[src/rtl/assert_macros.svh]
// Assertion macros used by the top level of the frame parser.
`ifndef ASSERT_MACROS_SVH
`define ASSERT_MACROS_SVH

// Property that must hold at every clock edge outside reset.
`define ASSERT_ALWAYS(lbl, expr) \
  lbl: assert property (@(posedge clk) disable iff (rst) (expr)) \
    else $error("assertion failed");

// Property whose consequent must hold in the cycle after its antecedent.
`define ASSERT_NEXT(lbl, ante, cons) \
  lbl: assert property (@(posedge clk) disable iff (rst) (ante) |=> (cons)) \
    else $error("assertion failed");

`endif

[src/rtl/gnbfp_pkg.sv]
// Package of the GPS frame parser: byte codes, parse state codes, event codes, types.
package gnbfp_pkg;

  localparam logic [7:0] SYM_DOLLAR = 8'h24;
  localparam logic [7:0] SYM_SYNC0  = 8'hA0;
  localparam logic [7:0] SYM_SYNC1  = 8'hA1;
  localparam logic [7:0] SYM_CR     = 8'h0D;
  localparam logic [7:0] SYM_LF     = 8'h0A;

  localparam logic [3:0] ST_WAIT    = 4'd0;
  localparam logic [3:0] ST_LINE    = 4'd1;
  localparam logic [3:0] ST_LINE_CR = 4'd2;
  localparam logic [3:0] ST_SYNC    = 4'd3;
  localparam logic [3:0] ST_LEN_HI  = 4'd4;
  localparam logic [3:0] ST_LEN_LO  = 4'd5;
  localparam logic [3:0] ST_PAYLOAD = 4'd6;
  localparam logic [3:0] ST_CHECK   = 4'd7;
  localparam logic [3:0] ST_END_CR  = 4'd8;
  localparam logic [3:0] ST_END_LF  = 4'd9;

  localparam logic [2:0] EV_NONE      = 3'd0;
  localparam logic [2:0] EV_LINE_CHAR = 3'd1;
  localparam logic [2:0] EV_PAYLOAD   = 3'd2;
  localparam logic [2:0] EV_LINE_DONE = 3'd3;
  localparam logic [2:0] EV_BIN_GOOD  = 3'd4;
  localparam logic [2:0] EV_ERROR     = 3'd5;

  typedef struct packed {
    logic       valid;
    logic [7:0] data;
  } step_t;

endpackage

[src/rtl/gps_nmea_binary_frame_parser.sv]
// Top level of the GPS frame parser: input register, parse core, result register.
// A byte accepted into the input register gives its event at out_valid once the parse step takes it.
// Throughput: one byte per cycle while out_stall does not hold a waiting result beat.
// Results: exactly one event beat per byte, including event 0 for silently absorbed bytes.
// Reset: synchronous, active high; empties both registers and returns parsing to
// waiting for a start byte with all counters, the length and the XOR cleared.
module gps_nmea_binary_frame_parser (
  input  logic       clk,
  input  logic       rst,
  input  logic       in_valid,
  output logic       in_stall,
  input  logic [7:0] rx_byte,
  output logic       out_valid,
  input  logic       out_stall,
  output logic [2:0] event_res
);
  import gnbfp_pkg::*;

  `include "assert_macros.svh"

  // Input register: holds one byte until the parse step takes it.
  logic       s1_vld;
  logic [7:0] s1_byte;
  logic       s1_adv;
  logic       in_take;
  logic [2:0] core_event;
  step_t      step;

  // Advance the held byte when the result register is empty or being drained.
  assign s1_adv   = s1_vld & (~out_valid | ~out_stall);
  // Stall upstream only when the input register is full and cannot move on.
  assign in_stall = s1_vld & ~s1_adv;
  assign in_take  = in_valid & ~in_stall;

  assign step.valid = s1_adv;
  assign step.data  = s1_byte;

  gnbfp_core u_core (
    .clk       (clk),
    .rst       (rst),
    .step      (step),
    .event_res (core_event)
  );

  always_ff @(posedge clk) begin
    if (rst) begin
      s1_vld <= 1'b0;
    end else if (in_take) begin
      s1_vld <= 1'b1;
    end else if (s1_adv) begin
      s1_vld <= 1'b0;
    end
  end

  always_ff @(posedge clk) begin
    if (in_take) begin
      s1_byte <= rx_byte;
    end
  end

  // Result register: load on every parse step, drop once the beat is taken.
  always_ff @(posedge clk) begin
    if (rst) begin
      out_valid <= 1'b0;
    end else if (s1_adv) begin
      out_valid <= 1'b1;
    end else if (~out_stall) begin
      out_valid <= 1'b0;
    end
  end

  always_ff @(posedge clk) begin
    if (s1_adv) begin
      event_res <= core_event;
    end
  end

  // Upstream is held back only while a result beat is waiting downstream.
  `ASSERT_ALWAYS(a_stall_cause, !in_stall || (s1_vld && out_valid && out_stall))
  // Every parse step leaves a result beat behind.
  `ASSERT_NEXT(a_step_result, s1_adv, out_valid)
  // Only defined event codes reach the output.
  `ASSERT_ALWAYS(a_event_range, !out_valid || (event_res <= EV_ERROR))

endmodule

[src/rtl/gnbfp_core.sv]
// Parse state machine of the GPS frame parser: state registers and event decode.
module gnbfp_core (
  input  logic              clk,
  input  logic              rst,
  input  gnbfp_pkg::step_t  step,
  output logic [2:0]        event_res
);
  import gnbfp_pkg::*;

  logic [3:0]  parse_state;
  logic [3:0]  parse_state_next;
  logic [15:0] payload_count;
  logic [15:0] payload_count_next;
  logic [15:0] declared_length;
  logic [15:0] declared_length_next;
  logic [7:0]  running_xor;
  logic [7:0]  running_xor_next;
  logic [31:0] noise_total;
  logic [31:0] noise_total_next;
  logic [15:0] count_inc;
  logic [7:0]  xor_new;

  assign count_inc = payload_count + 16'd1;
  assign xor_new   = running_xor ^ step.data;

  always_comb begin
    parse_state_next     = parse_state;
    payload_count_next   = payload_count;
    declared_length_next = declared_length;
    running_xor_next     = running_xor;
    noise_total_next     = noise_total;
    event_res            = EV_NONE;
    case (parse_state)
      ST_WAIT: begin
        payload_count_next = '0;
        if (step.data == SYM_DOLLAR) begin
          parse_state_next = ST_LINE;
        end else if (step.data == SYM_SYNC0) begin
          parse_state_next = ST_SYNC;
        end else begin
          noise_total_next = noise_total + 32'd1;
        end
      end
      ST_LINE: begin
        if (step.data == SYM_CR) begin
          parse_state_next = ST_LINE_CR;
        end else begin
          event_res = EV_LINE_CHAR;
        end
      end
      ST_LINE_CR: begin
        parse_state_next = ST_WAIT;
        event_res = (step.data == SYM_LF) ? EV_LINE_DONE : EV_ERROR;
      end
      ST_SYNC: begin
        if (step.data == SYM_SYNC1) begin
          parse_state_next = ST_LEN_HI;
        end else begin
          // second byte is swallowed, not rescanned as a start byte
          parse_state_next = ST_WAIT;
          noise_total_next = noise_total + 32'd2;
        end
      end
      ST_LEN_HI: begin
        declared_length_next = {step.data, 8'h00};
        parse_state_next     = ST_LEN_LO;
      end
      ST_LEN_LO: begin
        declared_length_next = {declared_length[15:8], step.data};
        running_xor_next     = '0;
        parse_state_next     = ST_PAYLOAD;
      end
      ST_PAYLOAD: begin
        payload_count_next = count_inc;
        running_xor_next   = xor_new;
        event_res          = EV_PAYLOAD;
        // a zero length still takes one payload byte
        if (count_inc >= declared_length) begin
          parse_state_next = ST_CHECK;
        end
      end
      ST_CHECK: begin
        running_xor_next = xor_new;
        if (xor_new == 8'h00) begin
          parse_state_next = ST_END_CR;
        end else begin
          parse_state_next = ST_WAIT;
          event_res        = EV_ERROR;
        end
      end
      ST_END_CR: begin
        if (step.data == SYM_CR) begin
          parse_state_next = ST_END_LF;
        end else begin
          parse_state_next = ST_WAIT;
          event_res        = EV_ERROR;
        end
      end
      ST_END_LF: begin
        parse_state_next = ST_WAIT;
        event_res = (step.data == SYM_LF) ? EV_BIN_GOOD : EV_ERROR;
      end
      default: begin
        parse_state_next = ST_WAIT;
      end
    endcase
  end

  always_ff @(posedge clk) begin
    if (rst) begin
      parse_state     <= ST_WAIT;
      payload_count   <= '0;
      declared_length <= '0;
      running_xor     <= '0;
      noise_total     <= '0;
    end else if (step.valid) begin
      parse_state     <= parse_state_next;
      payload_count   <= payload_count_next;
      declared_length <= declared_length_next;
      running_xor     <= running_xor_next;
      noise_total     <= noise_total_next;
    end
  end

endmodule
[config.mk]
export PLATFORM = sky130hd
export DESIGN_NAME = gps_nmea_binary_frame_parser
export DESIGN_NICKNAME = d
export VERILOG_FILES = /design/src/rtl/gnbfp_pkg.sv /design/src/rtl/gps_nmea_binary_frame_parser.sv /design/src/rtl/gnbfp_core.sv
export VERILOG_INCLUDE_DIRS = /design/src /design/src/rtl
export SDC_FILE = /design/constraint.sdc
export NUM_CORES = 1
export LEC_CHECK = 0
export BUFFER_PORTS_ARGS = -buffer_cell sky130_fd_sc_hd__buf_2
export CORE_ASPECT_RATIO = 1.25
export CORE_MARGIN = 4
export CORE_UTILIZATION = 37
export DETAILED_ROUTE_END_ITERATION = 7
export SLEW_MARGIN = 20
export SYNTH_ARGS = -nofsm -noshare
export SYNTH_HDL_FRONTEND = slang
export SYNTH_SLANG_ARGS = --single-unit
[constraint.sdc]
create_clock -name clk -period 3.7 [get_ports clk]
set_input_delay 0.74 -clock clk [delete_from_list [all_inputs] [get_ports clk]]
set_output_delay 0.74 -clock clk [all_outputs]
set_load 0.02 [all_outputs]
# Yosys cells after proc, flatten, opt, wreduce, memory -nomap -nowiden
# Index checks and enable logic that the tools add are counted.
[op_classes]
add_sub_neg = 1
shift = 0
n_eq_ne = 18
n_lt_le_gt_ge = 1
n_div = 0
multipliers = 0
muxes = 21
bitwise = 10
reduce_logical = 12
[op_table]
columns = ["operator", "n"]
rows = [
  ["$pmux 16 s2", 2],
  ["$pmux 4 s8", 1],
  ["$mux 4", 6],
  ["$pmux 3 s6", 1],
  ["$add 16x1->16 const B", 1],
  ["$eq 4x3->1 const B", 4],
  ["$eq 8x4->1 const B", 2],
  ["$eq 8x8->1 const B", 2],
  ["$ge 16x16->1", 1],
  ["$pmux 8 s2", 1],
  ["$mux 3", 4],
  ["$eq 4x2->1 const B", 2],
  ["$eq 4x4->1 const B", 2],
  ["$eq 8x6->1 const B", 1],
  ["$logic_not 8->1", 1],
  ["$reduce_bool 2->1", 4],
  ["$xor 8x8->8", 1],
  ["$mux 1", 6],
  ["$ne 2x1->1 const B", 3],
  ["$reduce_and 2->1", 3],
  ["$not 1->1", 5],
  ["$eq 4x1->1 const B", 1],
  ["$logic_not 4->1", 1],
  ["$reduce_and 4->1", 1],
  ["other kinds (5)", 7],
]
[totals]
regBits = 57
memories = 0
rom_bits = 0
latch_bits = 0
word_cells = 72
ramBits = 0

# Depth between registers and ports, before layout
[depth]
depth_word = 8
mapped_depth = 11
depth_no_buf = 11

# Hierarchy
# From an unflattened synthesis, not the netlist that was laid out.
[unflattened]
hier_cells = 384
area_unflattened_um2 = 3240.6
[by_module_without_submodules]
columns = ["module", "area_per_inst_um2", "seq_area_each_um2", "cells_each", "n_inst"]
rows = [
  ["gnbfp_core", 2824.0, 880.8, 363, 1],
  ["gps_nmea_binary_frame_parser", 416.6, 370.4, 21, 1],
]

# Worst setup path before layout
# No wires, ideal clock.
[synth_timing]
path_type = "register to register"
start = "register u_core.payload_count[0]"
end = "register u_core.parse_state[2]"
stages_incl_launch_ff = 12
path_buffers = 0
slack_ps = 780
arrival_ps = 2798
synth_period_minus_slack_ps = 2920
path_cell_list = "dfxtp_1 > ha_1 > nand4_1 > nor3_1 > nand3_1 > xnor2_1 > ha_1 > nand4_1 > nor3_1 > o2111ai_1 > a31o_4 > mux2_4"
[synth_between]
elab_chain_len = 4
[synth_rtl]
columns = ["item", "line", "text"]
rows = [
  ["start: declaration", "gnbfp_core.sv:12", "logic [15:0] payload_count;"],
  ["start signal: assignment", "gnbfp_core.sv:118", "payload_count <= payload_count_next;"],
  ["$add 16x1->16", "gnbfp_core.sv:23", "assign count_inc = payload_count + 16'd1;"],
  ["$ge 16x16->1", "gnbfp_core.sv:78", "if (count_inc >= declared_length) begin"],
  ["$ne 2x1->1 (no source line)", "n/a", ""],
  ["$reduce_and 4->1 (no source line)", "n/a", ""],
  ["end signal: assignment", "gnbfp_core.sv:117", "parse_state <= parse_state_next;"],
  ["end: declaration", "gnbfp_core.sv:10", "logic [3:0] parse_state;"],
]
# Every way passes these cells.
# A chain may end at the register's enable or synchronous reset.

# Final worst setup path
# Same ends and word-level chain as after synthesis.

==> metrics.md <==
| Metric | Value |
|---|---|
| Clock share of power | `45.2%` |
| Layout Nets | `roughly 420` |
| Top cells by instance count after synthesis | `dfxtp_1 (46), nor2_1 (42), a21oi_1 (35), nand2_1 (28), inv_1 (22)` |
| Die Area | `10340 um2` |
| Rows | `37` |
| WP data required | `3.94 ns` |
| Worst-path clk slew | `0.07 ns` |
| Routed wire length | `7483 um` |
| CP endpoint kind | `flop` |
| Post-synth EDFFs | `11` |
| Layout cells sized above 1 | `12.34%` |
| Pleak | `0.001402 uW` |
| Max-slew violation count | `0` |
| CP Launch Type | `flop` |
| Post-CTS sizing | `0` |
| P&R area growth vs syn | `11.26%` |
| Fin. Hold Viols | `0` |
| Post-route minimum period | `3.069 ns` |
| Final setup vio count | `0` |
| Pwr per Cell Area | `355.7 nW/um2` |
| Maximum net fanout on the critical path | `6` |
| Slew margin rel. | `55.65%` |
| Max-cap viol count | `0` |
| Placed Area | `3417 um2` |
| TritonCTS buffer count | `9` |
| Max VDD drop | `0.0002058 V` |
| DR vias | `2688` |
| Worst-Skew Late Latency | `0.34 ns` |
| Clock sinks | `57` |
| R2R Path Start | `u_core.payload_count[0]` |
| FF+latch count, synth | `57` |
| Routed length per instance | `approximately 15 um` |
| Kind of critical path | `reg -> reg` |
| Final Instance Area | `3611 um2` |
| Drt pass-1 iters | `4` |
| Slew @ Worst Pin | `0.6643 ns` |
| Synth Instances | `382` |
| Root buf cell | `clkbuf_8` |
| Synth Area per Inst | `8.496 um2` |
| Mapped Area | `3246 um2` |
| DR vias/cell | `around 5.2` |
| Post-synth cell types | `between 50 and 60` |
| Sequential area share after synthesis | `38.55%` |
| Power share of the combinational group | `3.5%` |
| Tcrit/Tclk final | `82.94%` |
| Final ANT Viol Nets | `0` |
| YS warnings | `0` |
| CTS tree | `done` |
| Max Freq | `325.9 MHz` |
| Chip Width | `91.77 um` |
| Port bufs | `16` |
| Unrepaired setup endpoints after global routing | `false` |
| Post-DP HPWL | `5412 um` |
| Setup WS post-layout | `0.6313 ns` |
| Dominant cells by area after synthesis | `dfxtp_1 (28%), edfxtp_1 (10%), ha_1 (6.6%)` |
| FILL cells | `858` |
| Initial antenna violation count | `0` |
| IO Count | `17` |
| Syn nets | `around 410` |
| CTS H-tree depth | `3` |
| Overflow after GRT | `0` |
| Sw Pwr | `317.0 uW` |
| Post-placement setup slack | `0.6204 ns` |
| Iter 0 DRT Violations | `150` |
| CP Launch Point | `u_core.payload_count[0]` |
| Status | `finished, final reports clean` |
| Flop pwr share | `51.4%` |
| Initial core utilization | `~39%` |
| HP Start | `u_core.declared_length[6]` |
| Worst EP arrival | `3.31 ns` |
| Core area | `about 8400 um2` |
| Async S/R FF share, synth | `0%` |
| Setup bufs post-CTS | `0` |
| Finished Core Util | `about 43%` |
| Number of diodes | `0` |
| Cell with the most instances after synthesis | `dfxtp_1` |
| GRT Total Usage | `14.89%` |
| Internal | `just under 1000 uW` |
| Top_reg_cell synth | `dfxtp_1` |
| Top cell type's share of synthesized area | `~28%` |
| Global-route wire length before repair | `12320 um` |
| Hold WS | `0.4549 ns` |
| Largest area contributor in the netlist | `dfxtp_1` |
| Largest net degree at the start of global routing | `22` |
| Clock Path Buffers | `2` |
| Cts hold-fix bufs | `0` |
| Post-route setup TNS | `0 ns` |
| Final Skew | `0.006113 ns` |
| Vias in the first global route | `2602` |
| Die Span Y | `112.7 um` |
| Sw frac | `about a quarter` |
| Worst hold path class | `reg -> reg` |
| Global placement routability congestion | `0.7982` |
| DRC | `0` |
-- registers in the layout, indices dropped and copies added, names as in the netlist --
signal and count:
u_core.declared_length 16, u_core.payload_count 16, s1_byte 8, u_core.running_xor 8, u_core.parse_state 4, event_res 3
out_valid 1, s1_vld 1
-- cell type report --
| type | instances | area, um2 | share of cell area, % |
|---|---|---|---|
| Inverter | 22 | 82.58 | 2.287 |
| Clock buffer | 9 | 123.9 | 3.430 |
| Sequential cell | 57 | 1251 | 34.65 |
| Tap cell | 117 | 146.4 | 4.054 |
| Clock inverter | 7 | 70.07 | 1.940 |
| Multi-Input combinational cell | 279 | 1804 | 49.97 |
| Timing Repair Buffer | 23 | 132.6 | 3.673 |
-- worst max-delay path: stages (launching register included) --
cell and delay [ns]:
dfxtp_1 0.43, ha_1 0.28, nand4_1 0.18, nor3_1 0.21, buf_4 0.17, nand3_1 0.10, xnor2_1 0.16, ha_1 0.29
nand4_1 0.13, nor3_1 0.26, o2111ai_1 0.17, a31o_4 0.29, mux2_4 0.29
-- cells by family (layout without fill, tap and decap cells) --
kind of cell / after synthesis / after routing / share of synthesized area [%]
AO/OA/AOI/OAI: 83 / 83 / 15.77
XOR/XNOR: 22 / 22 / 5.937
adder cells (fa/ha/maj): 17 / 17 / 6.553
buffers and inverters: 46 / 61 / 5.860
flip-flops: 57 / 57 / 38.55
multiplexers: 13 / 13 / 4.202
AND/OR/NAND/NOR: 144 / 144 / 23.13
-- metrics by stage --
| stage | std cells | power [uW] |
|---|---|---|
| floorplan | 382 | 697.0 |
| global placement | 498 | 718.2 |
| detailed placement | 498 | 718.5 |
| CTS | 514 | 1299 |
| global route | 514 | 1323 |
| finish | 514 | 1284 |
-- path summary, 6_finish.rpt --
path | to | slack, ns | cells past startpoint
worst max-delay path | u_core.parse_state[2] | 0.63 | 12
worst min-delay path | u_core.declared_length[6] | 0.45 | 2
worst max register to register | u_core.parse_state[2] | 0.63 | 12
worst min register to register | u_core.declared_length[6] | 0.45 | 2
-- cell usage in the layout (no fill, tap or decap), types with 2 or more instances in the layout --
cell	instances
edfxtp_1	11
nand2_1	28
o21ai_0	21
o2111ai_1	2
xnor2_1	9
a22oi_1	4
nand3_1	19
mux2i_1	11
ha_1	17
nand2b_1	2
nor4_1	3
buf_4	7
inv_1	22
clkinv_4	2
clkbuf_8	9
nor2b_1	6
buf_2	16
o21a_1	3
nand4_1	7
nor2_1	42
dfxtp_1	46
a21oi_1	35
a31oi_1	3
or3_1	5
xor2_1	13
nor3_1	7
a32o_1	4
or4_1	3
or2_2	4
and3_1	3
nand3b_1	7
-- power groups by stage --
stage | logic, uW | clock network, uW | registers [uW]
final | 44.8 | 580 | 660
after global routing | 48.9 | 614 | 661
after CTS | 45.1 | 595 | 659
after detailed placement | 45.1 | 0 | 673
after global placement | 45.2 | 0 | 673
after floorplan | 37.0 | 0 | 660
-- per-layer routing --
metal	up-vias	GRT usage, %	part of all wire (%)
met3	18	3.258	3.6
met4	0	6.640	2.9
met5	-	0	0
met2	51	25.06	49
met1	1258	18.19	45
li1	1361	-	-
Note: power is estimated with default switching activity, not from simulation.
